### src/sv/lzwve_pkg.sv
package lzwve_pkg;

  localparam int MAX_CODE_BITS  = 12;
  localparam int CODE_BITS      = 12;
  localparam int BYTE_BITS      = 8;
  localparam int TRIE_ADDR_BITS = CODE_BITS + BYTE_BITS;
  localparam int GEN_BITS       = 16;
  localparam int NEXT_BITS      = 13;
  localparam int LEN_BITS       = 4;
  localparam int LIT_BITS       = 9;
  localparam int RSV_BITS       = 5;
  localparam int CNT_BITS       = 6;
  localparam int BUF_BITS       = 32;
  localparam int PADDR_BITS     = 5;
  localparam int PDATA_BITS     = 32;

  localparam logic [LEN_BITS-1:0]  INIT_LEN_RST   = 4'd9;
  localparam logic [LEN_BITS-1:0]  MAX_LEN_RST    = 4'd12;
  localparam logic [LIT_BITS-1:0]  LIT_COUNT_RST  = 9'd256;
  localparam logic [RSV_BITS-1:0]  RSV_COUNT_RST  = 5'd2;
  localparam logic [CODE_BITS-1:0] RESET_CODE_RST = 12'd256;
  localparam logic [CODE_BITS-1:0] END_CODE_RST   = 12'd257;

  localparam logic KIND_DATA   = 1'b0;
  localparam logic KIND_FINISH = 1'b1;

  typedef enum logic [2:0] {
    REG_INIT_LEN,
    REG_MAX_LEN,
    REG_LIT_COUNT,
    REG_RSV_COUNT,
    REG_RESET_CODE,
    REG_END_CODE
  } reg_idx_t;

  typedef struct packed {
    logic                 kind;
    logic [BYTE_BITS-1:0] data_byte;
  } item_t;

  typedef struct packed {
    logic [BYTE_BITS-1:0] out_byte;
    logic                 last;
  } result_t;

  typedef struct packed {
    logic [LEN_BITS-1:0]  initial_code_length;
    logic [LEN_BITS-1:0]  max_code_length;
    logic [LIT_BITS-1:0]  literal_count;
    logic [RSV_BITS-1:0]  reserved_count;
    logic [CODE_BITS-1:0] reset_code;
    logic [CODE_BITS-1:0] end_code;
  } cfg_t;

  typedef struct packed {
    logic [GEN_BITS-1:0]  tag;
    logic [CODE_BITS-1:0] code;
  } trie_entry_t;

  typedef struct packed {
    logic                      rd_en;
    logic [TRIE_ADDR_BITS-1:0] rd_addr;
    logic                      wr_en;
    logic [TRIE_ADDR_BITS-1:0] wr_addr;
    trie_entry_t               wr_data;
    logic                      clear_start;
  } trie_req_t;

  typedef struct packed {
    logic                 valid;
    logic                 use0;
    logic                 use1;
    logic                 pad;
    logic [LEN_BITS-1:0]  width;
    logic [CODE_BITS-1:0] code0;
    logic [CODE_BITS-1:0] code1;
  } emit_req_t;

  function automatic logic [LEN_BITS-1:0] clamp_width(input logic [LEN_BITS-1:0] w);
    logic [LEN_BITS-1:0] r;
    r = w;
    if (w < 4'd2) r = 4'd2;
    else if (w > LEN_BITS'(MAX_CODE_BITS)) r = LEN_BITS'(MAX_CODE_BITS);
    return r;
  endfunction

endpackage

### src/sv/lzwve_regs.sv
module lzwve_regs
  import lzwve_pkg::*;
(
  input  logic                  clk,
  input  logic                  rst,
  input  logic                  psel,
  input  logic                  penable,
  input  logic                  pwrite,
  input  logic [PADDR_BITS-1:0] paddr,
  input  logic [PDATA_BITS-1:0] pwdata,
  output logic [PDATA_BITS-1:0] prdata,
  output logic                  pready,
  output cfg_t                  cfg
);

  reg_idx_t idx;
  logic     wr;

  assign idx    = reg_idx_t'(paddr[PADDR_BITS-1:2]);
  assign wr     = psel && penable && pwrite;
  assign pready = 1'b1;

  always_ff @(posedge clk) begin
    if (rst) begin
      cfg.initial_code_length <= INIT_LEN_RST;
      cfg.max_code_length     <= MAX_LEN_RST;
      cfg.literal_count       <= LIT_COUNT_RST;
      cfg.reserved_count      <= RSV_COUNT_RST;
      cfg.reset_code          <= RESET_CODE_RST;
      cfg.end_code            <= END_CODE_RST;
    end else if (wr) begin
      case (idx)
        REG_INIT_LEN:   cfg.initial_code_length <= pwdata[LEN_BITS-1:0];
        REG_MAX_LEN:    cfg.max_code_length     <= pwdata[LEN_BITS-1:0];
        REG_LIT_COUNT:  cfg.literal_count       <= pwdata[LIT_BITS-1:0];
        REG_RSV_COUNT:  cfg.reserved_count      <= pwdata[RSV_BITS-1:0];
        REG_RESET_CODE: cfg.reset_code          <= pwdata[CODE_BITS-1:0];
        REG_END_CODE:   cfg.end_code            <= pwdata[CODE_BITS-1:0];
        default: ;
      endcase
    end
  end

  always_comb begin
    case (idx)
      REG_INIT_LEN:   prdata = PDATA_BITS'(cfg.initial_code_length);
      REG_MAX_LEN:    prdata = PDATA_BITS'(cfg.max_code_length);
      REG_LIT_COUNT:  prdata = PDATA_BITS'(cfg.literal_count);
      REG_RSV_COUNT:  prdata = PDATA_BITS'(cfg.reserved_count);
      REG_RESET_CODE: prdata = PDATA_BITS'(cfg.reset_code);
      REG_END_CODE:   prdata = PDATA_BITS'(cfg.end_code);
      default:        prdata = '0;
    endcase
  end

endmodule

### config.mk
export PLATFORM = sky130hd
export DESIGN_NAME = lzwve_regs
export DESIGN_NICKNAME = d
export VERILOG_FILES = /design/src/sv/lzwve_pkg.sv /design/src/sv/lzwve_regs.sv
export SDC_FILE = /design/constraint.sdc
export NUM_CORES = 1
export LEC_CHECK = 0
export BUFFER_PORTS_ARGS = -buffer_cell sky130_fd_sc_hd__clkbuf_2
export CORE_UTILIZATION = 40
export DETAILED_ROUTE_END_ITERATION = 8
export PLACE_DENSITY = 0.75
export RECOVER_POWER = 50
export SYNTH_ARGS = -nofsm -noshare
export SYNTH_HDL_FRONTEND = slang
export SYNTH_SLANG_ARGS = --single-unit
### constraint.sdc
create_clock -name clk -period 1.57 [get_ports clk]
set_clock_uncertainty 0.05 [all_clocks]
set_input_delay 0.314 -clock clk [delete_from_list [all_inputs] [get_ports clk]]
set_output_delay 0.314 -clock clk [all_outputs]
set_load 0.005 [all_outputs]
# Word level (Yosys, flattened, before mapping)
# Index checks and enable logic that the tools add are counted.
[op_classes] eq_ne=5 mux=1 n_reduce_logical=9
[op_table] op="$pmux 12 s6" n=1
[op_table] op="$reduce_and 2->1" n=6
[op_table] op="$eq 3x2->1 const B" n=2
[op_table] op="$eq 3x3->1 const B" n=2
[op_table] op="$eq 3x1->1 const B" n=1
[op_table] op="$logic_not 3->1" n=1
[op_table] op="$logic_and 1x1->1" n=2
[word_totals] output_inout_bits=79 regBits=46 inputBits=42

# Logic depth before layout (Yosys ltp)
# Gate-level depths: netlist of the first run.
[depth] ltp_word=3 ltp_mapped=6 mapped_depth_nobuf=3

# Worst setup path before layout of the first run
# OpenSTA, ideal clock, no wires.
[synth_timing] kind="input port to output port" startpoint="in paddr[2]" endpoint="out prdata[5]" required_ns=1.206 path_buffers=3 path_slack_ns=0.042 t_arrival_ns=1.164 stages=5 path_cell_list="buf_4 buf_2 buf_4 nor2_1 o2bb2ai_1"
[synth_via] elab_chain_cells=2 elab_cells_between_ends=7
[synth_rtl] element="start, declared" line_no="lzwve_regs.sv:9" rtl="input logic [PADDR_BITS-1:0] paddr,"
[synth_rtl] element="$eq 3x3->1 (tied with other cells)" line_no="lzwve_regs.sv:45" rtl="case (idx)"
[synth_rtl] element="$pmux 12 s6 *" line_no="lzwve_regs.sv:45"
[synth_rtl] element="end, declared" line_no="lzwve_regs.sv:11" rtl="output logic [PDATA_BITS-1:0] prdata,"
# Every way passes the cells marked *; elsewhere a longest branch is shown, timed or not.

# Worst setup path in the final report of the first run
[layout_timing] startpoint="reg cfg[2] in the netlist's numbering" endpoint="out prdata[2]"
[layout_via] elab_chain_cells=1
[layout_rtl] element="start, declared" line_no="lzwve_regs.sv:13" rtl="output cfg_t cfg"
[layout_rtl] element="$pmux 12 s6" line_no="lzwve_regs.sv:45"
# Every way passes these cells.

==> results.cfg, run 1 <==
[run_status]
status = complete, but fails checks
failed_checks = negative setup slack

[cts]
cts_tree = built
number_of_sinks_on_the_clock_net = 46
cts_inserted_buffers = 5
clock_path_buffers = 2
clock_tree.htree_level_count = 2
clock_latency_ps = 290
cts_root_buffer = sky130_fd_sc_hd__clkbuf_8
ctsHoldBuffers = 0
clkSlewWorstSetupHoldPaths_ps = 90

[sta]
max_slew.worst_pin.slew_ps = 561
period_share = 1.03
final-max-slew-violation-count = 0
fmax_mhz = 616
timing.setup.tns_ps = -103
final-hold-violation-count = 0
final.min_clock_period_ps = 1620
timing.final.setup_violations = 3
maxSlewHeadroom = 0.626
layout_setup_ws_ps = -54.0
grt_setup_unrepaired = yes

[place]
dpl.hpwl_mm = 4.43
buffer_ports.inserted = 77
preCtsSetupSlack_ps = -83.1
dp.cells = 411
gp_congestion = 0.820

[drt]
post_drt_via_cell_ratio = 4.95
router_iterations_before_antenna_repair = 4
drt-initial-drc-count = 93
num_vias = 2098
detail_route.wirelength_mm = 6.05
route.detailed.drc = 0
ant_nets = 0
wl_per_cell_um = 14.3

[global_route]
grt_pass1_vias = 1916
antenna_found_initial = 0
grt_first_pass_wirelength_mm = 9.56
grt_max_degree = 40
grt_util_all_layers = 0.198
global_route.overflow_total = 0

[worst_setup_path]
timing.setup.critical_path_class = register to output port
critical_path_fanout_max = 2
cpPeakStageDelay_ps = 330
cp_data_arrival_time_ps = 1260
reg2reg_to = cfg[0]$_SDFFE_PP1P_
regToRegStartpoint = cfg[0]$_SDFFE_PP1P_
setup.worst_path.start_class = register
critical-path-slowest-cell = sky130_fd_sc_hd__dfxtp_2
timing.critical_path.required_ps = 1210
reg2reg_depth = 3
ff2ff_setup_slack_ps = 800
worstSetupEndpointType = output port
cells_along_the_critical_path = mux2_2, a22oi_1, o22ai_1, clkbuf_2

[synthesis]
ys.warnings.count = 0
yosys.cell_types.count = 28
ys_ff_latch = 46
synth.avg_cell_area_sq_um = 9.05
synth_seq_area_share = 0.383
syn-cell-area_sq_um = 2410
instance_count_of_the_mapped_netlist = 266

[cells_and_area]
fin_cells = 424
antenna-diode-count = 0
largest_register = cfg
areaGrowthSynthToFinish_pct = 25.7
num-nets-final = 393
drive_above_1_share = 0.347
largest_register_ffs = 46
largest_registers = cfg: 46 flops

[hold_path]
min-delay-path-class = input port to register
holdPathEnd = cfg[10]$_SDFFE_PP0P_
min_delay_path_depth = 3
hold_start = pwdata[10]

[floorplanning]
core.rowCount = 27
ioPinCount = 121
die-height_um = 79.6
die_w_um = 79.6
initial_core_util = 0.426
die-area_sq_um = 6330
design.core.area_sq_um = 5640

[power_and_ir_drop]
power.static_leakage_nw = 1.44
totalPowerFinal_mw = 2.18
pwr-share-seq = 0.542
power.density_cell_area_nw_per_um2 = 720
vdd_ir_drop_max_v = 0.000363
pwr-share-comb = 0.120
clkPwrFrac = 0.339
power.switching_mw = 0.534
power.internal_mw = 1.65
switching_share = 0.245

[job]
max_cap_viols = 0
-- placed cells by master (no fill, tap or decap), types with 3 or more instances in the layout --
| cell | synthesis | layout |
|---|---|---|
| sky130_fd_sc_hd__o21ai_0 | 14 | 14 |
| sky130_fd_sc_hd__mux2i_1 | 46 | 46 |
| sky130_fd_sc_hd__o2bb2ai_1 | 4 | 4 |
| sky130_fd_sc_hd__clkbuf_8 | 0 | 6 |
| sky130_fd_sc_hd__nor2b_1 | 3 | 3 |
| sky130_fd_sc_hd__dfxtp_2 | 0 | 7 |
| sky130_fd_sc_hd__a21oi_1 | 14 | 14 |
| sky130_fd_sc_hd__nor2_1 | 18 | 17 |
| sky130_fd_sc_hd__clkbuf_1 | 11 | 6 |
| sky130_fd_sc_hd__o22ai_1 | 3 | 3 |
| sky130_fd_sc_hd__mux2_2 | 4 | 3 |
| sky130_fd_sc_hd__nand3_1 | 14 | 14 |
| sky130_fd_sc_hd__nand2_1 | 6 | 5 |
| sky130_fd_sc_hd__conb_1 | 2 | 21 |
| sky130_fd_sc_hd__clkbuf_2 | 0 | 72 |
| sky130_fd_sc_hd__dfxtp_1 | 46 | 39 |
| sky130_fd_sc_hd__buf_4 | 24 | 16 |
| sky130_fd_sc_hd__nand2b_1 | 36 | 34 |
-- final cells by class --
cell class	instances	area (sq um)
clock buffers	7	86.3
repair buffers	101	587
fillers	563	2620
multi-input cells	197	1330
flip-flops and latches	46	930
well taps	72	90.1
clock inverters	1	5.00
-- stage by stage --
stage                     instance area, sq um  hold WS (ps)  utilization
after floorplan                           2480           412            -
after global placement                    2860           422        0.507
after detailed placement                  2860           429        0.507
after CTS                                 2990           216        0.530
after global routing                      3030           222        0.536
final                                     3030           223        0.536
-- power groups by stage --
| stage | Sequential (mW) | Combinational [mW] | Clock (mW) |
|---|---|---|---|
| 6_report | 1.18 | 0.261 | 0.738 |
| 5_1_grt | 1.18 | 0.287 | 0.825 |
| 4_1_cts | 1.18 | 0.251 | 0.751 |
| 3_5_place_dp | 1.21 | 0.247 | 0 |
| 3_3_place_gp | 1.21 | 0.244 | 0 |
| 2_1_floorplan | 1.21 | 0.182 | 0 |
-- what timing repair did --
item / in CTS / in global routing
cloned: 0 / 0
pin swaps: 2 / 4
gates resized for setup: 6 / 21
endpoints found under the setup margin: 9 / 9
buffers inserted: 4 / 1
hold endpoints to repair: 0 / 0
-- metal layers --
metal  wire [um]  track usage
met5           0            0
met4          57       0.0545
met3         299       0.0400
met2        2950        0.327
met1        2750        0.259
-- cell families after synthesis --
logic type | synth area share
buffers and inverters | 0.109
multiplexers | 0.210
flip-flops | 0.383
AO/OA/AOI/OAI | 0.105
other | 0.00312
AND/OR/NAND/NOR | 0.190
-- how the worst max path moves through the flow --
stage	endpoint	slack (ps)	startpoint
floorplan	prdata[5]	40	paddr[2]
global placement	prdata[0]	-60	paddr[2]
detailed placement	prdata[0]	-80	paddr[2]
CTS	prdata[2]	-60	cfg[14]$_SDFFE_PP0P_
global route	prdata[0]	-120	cfg[29]$_SDFFE_PP0P_
finish	prdata[2]	-50	cfg[2]$_SDFFE_PP0P_
-- cells in the mapped netlist --
cell type | n | area share
sky130_fd_sc_hd__and2_4 | 1 | 0.0036
sky130_fd_sc_hd__nand2_1 | 6 | 0.0094
sky130_fd_sc_hd__a22oi_1 | 2 | 0.0062
sky130_fd_sc_hd__and2_1 | 1 | 0.0026
sky130_fd_sc_hd__o2bb2ai_1 | 4 | 0.015
sky130_fd_sc_hd__and4b_1 | 1 | 0.0042
sky130_fd_sc_hd__nand2b_1 | 36 | 0.094
sky130_fd_sc_hd__dfxtp_1 | 46 | 0.38
sky130_fd_sc_hd__conb_1 | 2 | 0.0031
sky130_fd_sc_hd__nand4_1 | 1 | 0.0026
sky130_fd_sc_hd__o221ai_1 | 2 | 0.0073
sky130_fd_sc_hd__mux2_2 | 4 | 0.019
sky130_fd_sc_hd__mux2i_1 | 46 | 0.19
sky130_fd_sc_hd__nand3_1 | 14 | 0.029
sky130_fd_sc_hd__and3_1 | 1 | 0.0026
sky130_fd_sc_hd__o21ai_0 | 14 | 0.029
sky130_fd_sc_hd__nor2b_1 | 3 | 0.0078
sky130_fd_sc_hd__buf_6 | 1 | 0.0047
sky130_fd_sc_hd__buf_4 | 24 | 0.075
sky130_fd_sc_hd__a211o_1 | 1 | 0.0036
sky130_fd_sc_hd__clkbuf_1 | 11 | 0.017
sky130_fd_sc_hd__a2bb2oi_1 | 2 | 0.0073
sky130_fd_sc_hd__and4_1 | 1 | 0.0036
sky130_fd_sc_hd__nand2_2 | 1 | 0.0026
sky130_fd_sc_hd__o22ai_1 | 3 | 0.0078
sky130_fd_sc_hd__nor2_1 | 18 | 0.028
sky130_fd_sc_hd__buf_2 | 6 | 0.012
sky130_fd_sc_hd__a21oi_1 | 14 | 0.029
-- worst max-delay path, delay by kind of cell (launching register included) --
kind,cells,cell delay (ps)
flip-flops,1,330
buffers and inverters,1,120
AO/OA/AOI/OAI,2,270
multiplexers,1,250
No activity file was read; power rests on OpenSTA's default activity.
==> run 2: changes to the inputs <==
--- a/config.mk
+++ b/config.mk
@@ -6,9 +6,11 @@
 export NUM_CORES = 1
 export LEC_CHECK = 0
 export BUFFER_PORTS_ARGS = -buffer_cell sky130_fd_sc_hd__clkbuf_2
-export CORE_UTILIZATION = 40
+export CELL_PAD_IN_SITES_DETAIL_PLACEMENT = 0
+export CELL_PAD_IN_SITES_GLOBAL_PLACEMENT = 1
+export CORE_UTILIZATION = 32
 export DETAILED_ROUTE_END_ITERATION = 8
-export PLACE_DENSITY = 0.75
+export PLACE_DENSITY = 0.82
 export RECOVER_POWER = 50
 export SYNTH_ARGS = -nofsm -noshare
 export SYNTH_HDL_FRONTEND = slang
==> run 2 against run 1 <==
- the flow still finishes with violations (negative setup slack)
- routed wire length increased by 8.1%
- first-iteration DRC count increased by 39%
- cell area increased by 5.2%
- global-route usage decreased by 2.8 points
- highest routed layer unchanged
- via count increased by 2.1%
==> results.cfg, run 2 (same netlist as run 1, synthesis figures left out) <==
[drt]
wl_per_cell_um = 14.3
ant_nets = 0
router_iterations_before_antenna_repair = 4
wl_met2_mm = 3.09
met1_length_mm = 2.97
num_vias = 2142
drt-initial-drc-count = 129
amount_of_wire_on_met3_after_detailed_routing_um = 412
detail_route.wirelength_mm = 6.55
top_layer_used = met4
route.detailed.drc = 0
post_drt_via_cell_ratio = 4.69

[sta]
hold-worst-slack_ps = 205
timing.final.setup_violations = 2
grt_setup_unrepaired = yes
period_share = 1.01
final-max-slew-violation-count = 0
timing.setup.tns_ps = -22.0
final.min_clock_period_ps = 1580
layout_setup_ws_ps = -11.7
final-hold-violation-count = 0
fmax_mhz = 632

[worst_setup_path]
reg2reg_to = cfg[41]$_SDFFE_PP1P_
cp_data_arrival_time_ps = 1220
launching_instance_or_port_of_the_critical_path = paddr[2]
worstSetupEndpointType = output port
cpPeakStageDelay_ps = 190
timing.setup.critical_path_class = input port to output port
cells_along_the_critical_path = clkbuf_4, buf_6, and2_1, a2bb2oi_2, o22ai_1, clkbuf_2
ff2ff_setup_slack_ps = 650
reg2reg_depth = 4
timing.critical_path.required_ps = 1210
critical-path-slowest-cell = sky130_fd_sc_hd__clkbuf_4
critical_path_fanout_max = 10
regToRegStartpoint = cfg[41]$_SDFFE_PP1P_
setup.worst_path.start_class = input port

[cts]
clkSlewWorstSetupHoldPaths_ps = 90
ctsHoldBuffers = 0
cts_tree = built
cts_inserted_buffers = 5
cts_root_buffer = sky130_fd_sc_hd__clkbuf_8
clock_latency_ps = 290
number_of_sinks_on_the_clock_net = 46
clock_tree.htree_level_count = 2
clock_path_buffers = 2

[hold_path]
holdPathEnd = cfg[9]$_SDFFE_PP0P_
min_delay_path_depth = 3
min-delay-path-class = input port to register
hold_start = pwdata[9]

[place]
dpl.hpwl_mm = 4.56
post_dp_cell_area_sq_um = 2910
gp_congestion = 0.721
preCtsSetupSlack_ps = -73.0
dp.cells = 439
buffer_ports.inserted = 77

[floorplanning]
ioPinCount = 121
die-height_um = 88.7
initial_core_util = 0.332
core.rowCount = 31
die_w_um = 88.7
die-area_sq_um = 7870
design.core.area_sq_um = 7250

[global_route]
grt_first_pass_wirelength_mm = 10.1
grt_pass1_vias = 1963
global_route.overflow_total = 0
grt_max_degree = 62
antenna_found_initial = 0
grt_util_all_layers = 0.170

[run_status]
status = complete, but fails checks
failed_checks = negative setup slack

[job]
max_cap_viols = 0

[cells_and_area]
drive_above_1_share = 0.388
areaGrowthSynthToFinish_pct = 32.2
largest_register_ffs = 46
num-fill-cells = 726
most_used_cells_in_the_layout_excluding_fill_and_tap_cells = sky130_fd_sc_hd__clkbuf_2 (73), sky130_fd_sc_hd__mux2i_1 (46), sky130_fd_sc_hd__dfxtp_1 (37)
design_area_sq_um = 3180
num-nets-final = 399
largest_registers = cfg: 46 flops
antenna-diode-count = 0
fin_cells = 457
largest_register = cfg
final_common_cell = sky130_fd_sc_hd__clkbuf_2

[power_and_ir_drop]
power.density_cell_area_nw_per_um2 = 734
vdd_ir_drop_max_v = 0.000440
power.static_leakage_nw = 1.51
[run 2: layout make-up]
| class | count | area (sq um) | area share |
|---|---|---|---|
| multi-input combinational | 197 | 1350 | 0.425 |
| tap | 99 | 124 | 0.0389 |
| clock buffer | 5 | 68.8 | 0.0216 |
| sequential | 46 | 932 | 0.293 |
| clock inverter | 3 | 40.0 | 0.0126 |
| timing repair buffer | 107 | 664 | 0.209 |
[run 2: power by group]
| part | internal [mW] | switching (mW) | total (mW) |
|---|---|---|---|
| clock | 0.469 | 0.413 | 0.882 |
| combinational | 0.122 | 0.151 | 0.273 |
| sequential | 1.17 | 0.00679 | 1.18 |
[run 2: repair_timing]
item	CTS	global route
cloned	0	0
buffers inserted	9	1
endpoints found under the setup margin	10	10
gates resized for setup	18	11
pin swaps	4	0
[run 2: through the flow]
stage                      util  power (mW)
after floorplan               -        1.39
after CTS                 0.433        2.35
final                     0.439        2.34
after detailed placement  0.401        1.46
after global routing      0.439        2.45
after global placement    0.401        1.46
[run 2: how the worst max path moves through the flow]
stage                endpoint  slack, ps
floorplan           prdata[5]         40
global placement    prdata[8]        -70
detailed placement  prdata[8]        -70
CTS                 prdata[2]        -40
global route        prdata[0]        -80
finish              prdata[0]        -10
[run 2: routing by layer]
metal	GRT usage	vias up
met2	0.284	78
li1	-	1053
met5	0	-
met3	0.0485	8
met4	0.0455	0
met1	0.213	1003
[run 2: critical path: cells and delay by family]
kind	cells	cell delay, ps
buffers and inverters	3	470
AOI/OAI and AO/OA	2	260
and+or+nand+nor	1	180
